[src/assert_macros.svh]
// Assertion macros shared by the RTL.
`ifndef ASSERT_MACROS_SVH
`define ASSERT_MACROS_SVH

// Antecedent implies consequent in the same cycle.
`define ASSERT_IMPL(lbl, clk, rst_n, ante, cons) \
  lbl: assert property (@(posedge clk) disable iff (!rst_n) (ante) |-> (cons)) \
    else $error("assertion failed");

// Antecedent implies consequent in the following cycle.
`define ASSERT_NEXT(lbl, clk, rst_n, ante, cons) \
  lbl: assert property (@(posedge clk) disable iff (!rst_n) (ante) |=> (cons)) \
    else $error("assertion failed");

`endif

[src/fmv_phase_mem.sv]
// ----------------------------------------------------------------------------
// fmv_phase_mem
// Four-entry phase store, one write and one registered read per cycle.
// Unwritten entries read as zero after reset.
// ----------------------------------------------------------------------------
module fmv_phase_mem #(
  parameter int W = 24
) (
  input  logic         clk,
  input  logic         rst_n,
  input  logic         we,
  input  logic [1:0]   waddr,
  input  logic [W-1:0] wdata,
  input  logic [1:0]   raddr,
  output logic [W-1:0] rdata
);
  logic [W-1:0] mem [4];
  logic [3:0]   valid_r;
  logic [W-1:0] rdata_r;

  always_ff @(posedge clk) begin
    if (we) begin
      mem[waddr] <= wdata;
    end
  end

  always_ff @(posedge clk) begin
    if (!rst_n) begin
      valid_r <= '0;
    end else if (we) begin
      valid_r[waddr] <= 1'b1;
    end
  end

  always_ff @(posedge clk) begin
    rdata_r <= valid_r[raddr] ? mem[raddr] : '0;
  end

  assign rdata = rdata_r;
endmodule

[config.mk]
export PLATFORM = sky130hd
export DESIGN_NAME = fmv_phase_mem
export DESIGN_NICKNAME = d
export VERILOG_FILES = /design/src/assert_macros.svh /design/src/fmv_phase_mem.sv
export SDC_FILE = /design/constraint.sdc
export NUM_CORES = 1
export LEC_CHECK = 0
export ABC_AREA = 1
export BUFFER_PORTS_ARGS = -buffer_cell sky130_fd_sc_hd__buf_2
export CAP_MARGIN = 5
export CORE_AREA = 3 3 99 101
export DETAILED_ROUTE_END_ITERATION = 6
export DIE_AREA = 0 0 102 104
export PLACE_DENSITY = 0.85
export SLEW_MARGIN = 25
export SYNTH_ARGS = -nofsm -noshare
export SYNTH_HDL_FRONTEND = slang
export SYNTH_SLANG_ARGS = --single-unit
[constraint.sdc]
create_clock -name clk -period 2 [get_ports clk]
set_clock_uncertainty 0.05 [all_clocks]
set_input_delay 0.4 -clock clk [delete_from_list [all_inputs] [get_ports clk]]
set_output_delay 0.4 -clock clk [all_outputs]
set_load 0.02 [all_outputs]
==> results of run 1 <==
[logic make-up after synthesis]
kind of cell,Yosys count
and+or+nand+nor,203
AOI/OAI and AO/OA,4
DFF,124
buffers and inverters,151
[worst paths after layout]
kind / endpoint / slack, ps / start / cells past startpoint
max reg2reg: rdata[23] / 700 / valid_r[3] / 6
min reg2reg: valid_r[2] / 420 / valid_r[2] / 2
min: mem[2][3] / 50 / wdata[3] / 1
max: rdata[18] / 500 / rdata[18] / 1
[cell usage in the layout, fill, tap and decap left out]
cell type / instances
buf_2: 54
clkbuf_16: 16
inv_1: 129
clkinv_1: 1
nand2_1: 148
a21oi_1: 4
clkinv_2: 2
dfxtp_1: 28
clkbuf_1: 1
buf_4: 14
clkbuf_8: 4
bufinv_16: 3
clkinvlp_4: 5
nand3_1: 54
nand2_2: 1
inv_2: 4
edfxtp_1: 96
[registers in the layout, summed over array words and instances (netlist names)]
name	cells
mem	96
rdata	24
valid_r	4
[cell type report]
cell class | count | area [µm²] | area share (%)
Tap cell | 111 | 139 | 2.35
Multi-Input combinational cell | 207 | 852 | 14.4
Sequential cell | 124 | 3440 | 58.3
Clock inverter | 11 | 141 | 2.39
Inverter | 133 | 499 | 8.45
Clock buffer | 21 | 459 | 7.77
Timing Repair Buffer | 68 | 375 | 6.35
[metrics by stage]
step           hold WS (ps)  setup slack, ps  total power, W
4_1_cts                41.1              505         0.00644
2_1_floorplan           385              544         0.00328
3_5_place_dp            407              281         0.00344
3_3_place_gp            402              353         0.00341
5_1_grt                47.6              483         0.00662
6_report               49.9              502         0.00643
[power by group]
| part | switching (W) | internal, W |
|---|---|---|
| Combinational | 0.000307 | 0.000137 |
| Clock | 0.00105 | 0.00199 |
| Sequential | 0.0000347 | 0.00292 |
[per-layer routing]
metal  vias to the layer above  global-route usage (%)  wire length (µm)
li1                       1604                       -                 -
met1                      1569                    22.5              3680
met2                       165                    35.1              5490
met3                        24                    4.90               791
met4                         0                    11.1               229
met5                         -                       0                 0
==> impl_metrics.toml, run 1 <==
[sta]
period_share_pct = 74.9
fin_crit_ps = 1500
rsz0062_at_grt = "no"
report.final.slew_viol_count = 0
tightest_slew_ps = 554
max_slew_margin_pct = 63.0
report.final.setup_viol = 0
tns_ps = 0
hold_violations = 0
clock.fmax_mhz = 668

[synth]
synth-compound-area-share_pct = 0.407
synth_top_cell_area_share_pct = 58.6
synth_edf_count = 96
synth_top_family_by_area = "simple AND/OR/NAND/NOR gates"
yosysMostFrequentCell = "nand2_1"
netlist_top_cells_area = "edfxtp_1 (59%), dfxtp_1 (11%), nand2_1 (11%), inv_1 (9.8%), nand3_1 (5.5%)"
synth-seq-area-share_pct = 70.0
synthArstFlopShare_pct = 0
ys_seq_elements = 124
ys.flop_type = "edfxtp_1"
synth_nets = 513
synth_cell_types = 11
synth-xor-area-share_pct = 0
synthCells = 482
ys_warn_count = 0
synthTopCellsByCount = "nand2_1 (148), inv_1 (129), edfxtp_1 (96)"
synthMuxAreaShare_pct = 0
netlist_area_mm2 = 0.00492
yosysTopAreaCell = "edfxtp_1"
syn_area_per_cell_um2 = 10.2
synth-simple-area-share_pct = 16.9
synthAdderAreaFrac_pct = 0

[critical_path]
cp_top_family = "flip-flops"
crit_slowest_cell = "dfxtp_1"
critPathKind = "register to primary output"
worstPathArrival_ps = 1050
crit_path_max_fanout = 1
critPathBufInv = 1
cp_cell_sequence = "buf_2"
endpoint_kind = "primary output"
critPathLaunchType = "register"
worstPathRequired_ps = 1550
cp_slowest_stage_delay_ps = 360

[placement]
io_buffers = 54
dp.cells = 643
place_hpwl_mm = 5.72
place_congestion = 0.779
placed_cell_area_mm2 = 0.00531

[clock_network]
cts_buffers = 17
clkTransAtPathRegs_ps = 60
cts_setup_buffers = 0
htree_levels = 4
cts_sinks = 124
holdBufCountCts = 0
cts_tree = "done"
root_buffer = "clkbuf_8"
ctsLongestPathBuffers = 2
clk_latency_ps = 510
cts_resized = 0

[floorplan]
die_w_um = 102
rows = 35
core_mm2 = 0.00911
pin_count = 55
die_h_um = 104
die-area_mm2 = 0.0106
start_util_pct = 54.0

[finish]
final_cells = 675
layout-drive-gt1-share_pct = 18.3
final_util_pct = 64.9
nNetsFinal = 582
diodes = 0
area_growth_pct = 20.1
fin_area_mm2 = 0.00591
nFillCells = 593

[route]
routed-via-count = 3362
postRouteAntennaNets = 0
drtPass1Iterations = 5
routed_wl_mm = 10.2
via_per_inst = 4.98
drcViolationCount = 0
wire_per_inst_um = 15.1
drtIter0Drc = 238

[grt]
gr-total-overflow = 0
track_usage_pct = 20.3
grt_pass1_wl_mm = 16.0
antenna_found_initial = 0
grt_pass1_vias = 3402
grt_start_max_net_pins = 31

[power_and_ir_drop]
ir_drop_uv = 622
p_per_area_mw_per_mm2 = 1090
leakage_nw = 2.97

[status]
outcome = "complete, no violations"

[min_path]
hp-class = "primary input to register"

[flow_run]
drv_cap = 0
Power figures use the tool's default switching activity.
==> inputs of run 2 (changes only) <==
- ABC_AREA: 1 -> 0
- CORE_AREA: 3 3 99 101 -> 3 3 97 99
- DIE_AREA: 0 0 102 104 -> 0 0 100 102
- PLACE_DENSITY: 0.85 -> 0.84
- clock period: 2 -> 1.2 ns (I/O delays scaled with it)
==> impl_metrics.toml, run 2 <==
[status]
outcome = "complete, but fails checks"
violations = "negative setup slack"

[floorplan]
rows = 34
die-area_mm2 = 0.0102
pin_count = 55
die_h_um = 102
start_util_pct = 50.6
core_mm2 = 0.00864
die_w_um = 100

[synth]
netlist_top_cells_area = "edfxtp_1 (66%), dfxtp_1 (13%), mux4_1 (12%), and2_1 (2.9%), mux4_2 (2.6%)"
yosysMostFrequentCell = "edfxtp_1"
ys_warn_count = 0
netlist_area_mm2 = 0.00437
syn_area_per_cell_um2 = 23.1
synth_edf_count = 96
yosysTopAreaCell = "edfxtp_1"
synth_nets = 220
synth-seq-area-share_pct = 78.8
synth_cell_types = 13
synthTopCellsByCount = "edfxtp_1 (96), dfxtp_1 (28), and2_1 (20), mux4_1 (20)"
synthCells = 189
ys.flop_type = "edfxtp_1"
synthArstFlopShare_pct = 0
synth_top_cell_area_share_pct = 66.0
ys_seq_elements = 124

[critical_path]
crit_slowest_cell = "mux4_2"
worstPathArrival_ps = 1670
critPathBufInv = 1
critPathLaunchType = "register"
endpoint_kind = "register"
cp_slowest_stage_delay_ps = 520
crit_path_max_fanout = 21
critPathKind = "register to register"
r2r_cells = 3
cp_cell_sequence = "mux4_2 -> buf_12 -> and2_4"
cp_top_family = "multiplexers"
crit_cells = 3
worstPathRequired_ps = 1540

[placement]
dp_slack_ps = -318
placed_cell_area_mm2 = 0.00495
io_buffers = 54
place_hpwl_mm = 4.52
place_congestion = 0.647
dp.cells = 356

[sta]
tns_ps = -3250
tightest_slew_ps = 278
rsz0062_at_grt = "yes"
setup_slack_ps = -123
clock.fmax_mhz = 756
report.final.setup_viol = 48
fin_crit_ps = 1320
period_share_pct = 110
hold_violations = 0
report.final.slew_viol_count = 0
max_slew_margin_pct = 81.4

[finish]
mostFrequentLayoutCells = "edfxtp_1 (96), buf_2 (30), dlygate4sd3_1 (25), dfxtp_2 (25), buf_6 (24)"
final_cells = 413
diodes = 0
area_growth_pct = 36.8
layout-drive-gt1-share_pct = 46.6
layout_commonest_cell = "edfxtp_1"
nFillCells = 528
largest_register_ff_count = 96
fin_area_mm2 = 0.00597
regMostFlops = "mem"
nNetsFinal = 323

[clock_network]
cts_sinks = 124
cts_buffers = 17
ctsLongestPathBuffers = 2
htree_levels = 4
root_buffer = "clkbuf_8"
clk_latency_ps = 500
clkTransAtPathRegs_ps = 60
cts_tree = "done"

[route]
postRouteAntennaNets = 0
drcViolationCount = 0
routed_wl_mm = 7.39
wire_per_inst_um = 17.9
drtIter0Drc = 98
via_per_inst = 5.14
drtPass1Iterations = 5
routed-via-count = 2123

[grt]
antenna_found_initial = 0
gr-total-overflow = 0
grt_start_max_net_pins = 25
track_usage_pct = 15.9
grt_pass1_vias = 2225
grt_pass1_wl_mm = 11.6

[min_path]
worstHoldPathCells = 3
hp-class = "primary input to register"

[power_and_ir_drop]
finalPower_w = 0.0104
leakage_nw = 2.24
ir_drop_uv = 1210
p_per_area_mw_per_mm2 = 1740

[flow_run]
drv_cap = 0
==> run 2: changes by cell type in the layout (fill, tap and decap cells not counted), moves of 9 or more <==
cell,change
nand3_1,-54
buf_12,+10
nand2_1,-148
buf_6,+24
dlygate4sd3_1,+25
mux4_1,+20
inv_1,-129
buf_2,-24
dfxtp_2,+25
and2_4,+9
dfxtp_1,-25
buf_4,-11
and2_1,+15
==> run 2: routing by layer <==
metal | up-vias | GRT usage [%] | part of all wire (%)
li1 | 987 | - | -
met1 | 1059 | 19.0 | 41
met2 | 70 | 26.2 | 52
met3 | 7 | 7.37 | 6.4
met4 | 0 | 4.97 | 0.72
met5 | - | 0 | 0
==> run 2: timing repair <==
item | in CTS | in global routing
endpoints found under the hold margin | 100 | 0
hold buffers | 25 | 0
buffers inserted | 0 | 0
endpoints found under the setup margin | 48 | 48
gates resized for setup | 77 | 1
==> run 2: cell families (layout without fill, tap and decap cells) <==
kind of cell	count (synthesis)	count (layout)	share of synthesized area (%)
AOI/OAI and AO/OA	4	4	0.688
and+or+nand+nor	28	28	4.27
muxes	25	25	14.6
DFF	124	124	78.8
buffers and inverters	8	124	1.60
==> run 2: worst reg2reg max path: stages, from the launching register on <==
cell,delay (ps)
dfxtp_2,320
mux4_2,520
buf_12,180
and2_4,150
==> run 2: cell type report <==
type | instances | area, µm² | area share, %
clock inverter | 13 | 143 | 2.39
timing repair buffer | 92 | 893 | 15.0
tap | 108 | 135 | 2.26
clock buffer | 19 | 442 | 7.39
multi-input combinational | 57 | 887 | 14.8
sequential | 124 | 3470 | 58.2
==> run 2: per-stage QoR <==
stage	utilization (%)	hold WS [ps]
after floorplan	-	289
after detailed placement	57.3	404
final	69.2	200
after CTS	69.2	178
after global routing	69.2	180
after global placement	57.3	384
==> run 2: path summary, 6_finish.rpt <==
kind	startpoint	end	slack [ps]
worst max-delay path	valid_r[3]	rdata[2]	-120
worst min-delay path	waddr[1]	mem[0][18]	200
worst max register to register	valid_r[3]	rdata[2]	-120
worst min register to register	valid_r[1]	valid_r[1]	420
==> run 2: power breakdown <==
part	switching, W	total [W]	internal (W)
registers	0.0000585	0.00491	0.00485
clock network	0.00176	0.00483	0.00307
logic	0.000277	0.000649	0.000372
==> inputs of run 3 (changes only) <==
==> constraint.sdc (replaced) <==
create_clock -name clk -period 1.2 [get_ports clk]
set_clock_uncertainty 0.05 [all_clocks]
set_input_delay 0.18 -clock clk [delete_from_list [all_inputs] [get_ports clk]]
set_output_delay 0.18 -clock clk [all_outputs]
set_load 0.02 [all_outputs]
==> impl_metrics.toml, run 3 (synthesized netlist as in run 2, its figures left out) <==
[finish]
regMostFlops = "mem"
area_growth_pct = 34.8
final_util_pct = 68.2
final_cells = 409
nNetsFinal = 319
fin_area_mm2 = 0.00589
layout-drive-gt1-share_pct = 43.2
layout_commonest_cell = "edfxtp_1"
mostFrequentLayoutCells = "edfxtp_1 (96), buf_2 (30), dlygate4sd3_1 (25), dfxtp_2 (25), buf_6 (24)"
largest_register_ff_count = 96
diodes = 0

[grt]
grt_start_max_net_pins = 26
gr-total-overflow = 0
track_usage_pct = 16.4
grt_pass1_vias = 2272
antenna_found_initial = 0
grt_pass1_wl_mm = 12.0

[critical_path]
critPathLaunchType = "register"
worstPathRequired_ps = 1540
endpoint_kind = "register"
cp_cell_sequence = "mux4_2 -> buf_12 -> and2_1"
crit_path_max_fanout = 24
crit_start = "valid_r[3]"
critPathKind = "register to register"
regToRegStartpoint = "valid_r[3]"
cp_slowest_stage_delay_ps = 490
crit_slowest_cell = "mux4_2"
worstPathArrival_ps = 1640

[floorplan]
start_util_pct = 50.6
core_mm2 = 0.00864
die-area_mm2 = 0.0102
rows = 34
pin_count = 55
die_h_um = 102
die_w_um = 100

[sta]
clock.fmax_mhz = 769
max_slew_margin_pct = 81.0
rsz0062_at_grt = "yes"
tns_ps = -2120
fin_crit_ps = 1300
period_share_pct = 108
report.final.slew_viol_count = 0
report.final.setup_viol = 24
tightest_slew_ps = 285
hold_violations = 0
setup_slack_ps = -99.7

[route]
routed-via-count = 2128
routed_wl_mm = 7.53
wire_per_inst_um = 18.4
drtPass1Iterations = 4
drcViolationCount = 0
postRouteAntennaNets = 0
via_per_inst = 5.20
drtIter0Drc = 175

[power_and_ir_drop]
pwr-share-clk_pct = 46.5
ir_drop_uv = 2020
p_sw_share_pct = 19.6
p_int_w = 0.00833
power.switching_w = 0.00203
p_seq_share_pct = 47.4
p_per_area_mw_per_mm2 = 1760
p_comb_share_pct = 6.0
leakage_nw = 2.18

[clock_network]
clk_latency_ps = 510
cts_sinks = 124
root_buffer = "clkbuf_8"
cts_tree = "done"
clkTransAtPathRegs_ps = 50
htree_levels = 4
ctsLongestPathBuffers = 2
cts_buffers = 17

[placement]
place_hpwl_mm = 4.12
io_buffers = 54
place_congestion = 0.680
dp.cells = 352
placed_cell_area_mm2 = 0.00487
dp_slack_ps = -247

[status]
outcome = "complete, but fails checks"
violations = "negative setup slack"

[min_path]
min_from = "waddr[1]"
hp-class = "primary input to register"

[flow_run]
drv_cap = 0
==> run 3: cell count changes in the layout (fill, tap and decap cells not counted), sizes merged <==
| cell | before | now |
|---|---|---|
| clkinvlp | 2 | 4 |
| buf | 67 | 63 |
| bufinv | 2 | 3 |
| clkinv | 8 | 6 |
| inv | 1 | 0 |
==> run 3: through the flow <==
stage               power, W  hold slack [ps]
floorplan            0.00527              229
global placement     0.00547              341
detailed placement   0.00550              346
CTS                   0.0105              123
global route          0.0107              151
finish                0.0104              153
==> run 3: worst max-delay path: cells and delay by family (launching register included) <==
kind | cells | cell delay (ps)
multiplexers | 1 | 490
buffers and inverters | 1 | 180
flip-flops | 1 | 320
AND/OR/NAND/NOR | 1 | 140
==> run 3: cell type report <==
type                    count  area (µm²)
clock buffers              19         422
clock inverters            13         150
fillers                   547        2750
multi-input cells          57         880
flip-flops and latches    124        3470
well taps                 108         135
repair buffers             88         826
==> run 3: timing repair <==
item | in CTS | in global routing
setup buffers | 0 | 0
cloned | 0 | 0
hold endpoints to repair | 100 | 0
endpoints found under the setup margin | 48 | 43
hold buffers | 25 | 0
resized for setup | 73 | 6
==> run 3: power by group through the flow <==
| stage | Sequential [W] | Clock [W] | Combinational, W |
|---|---|---|---|
| 2_1_floorplan | 0.00501 | 0 | 0.000254 |
| 3_3_place_gp | 0.00497 | 0 | 0.000498 |
| 3_5_place_dp | 0.00498 | 0 | 0.000513 |
| 4_1_cts | 0.00492 | 0.00491 | 0.000629 |
| 5_1_grt | 0.00493 | 0.00512 | 0.000674 |
| 6_report | 0.00492 | 0.00482 | 0.000626 |
==> run 3: path summary, 6_finish.rpt <==
path / depth (start not counted) / slack [ps] / endpoint
setup / recovery: 3 / -100 / rdata[13]
hold / removal: 3 / 150 / mem[0][3]
setup reg to reg: 3 / -100 / rdata[13]
hold reg to reg: 1 / 410 / valid_r[3]
==> run 3: per-layer routing <==
metal | up-vias | track usage (%) | wire (µm)
li1 | 982 | - | -
met1 | 1076 | 20.5 | 3170
met2 | 58 | 26.7 | 3810
met3 | 12 | 5.32 | 436
met4 | 0 | 7.46 | 113
met5 | - | 0 | 0
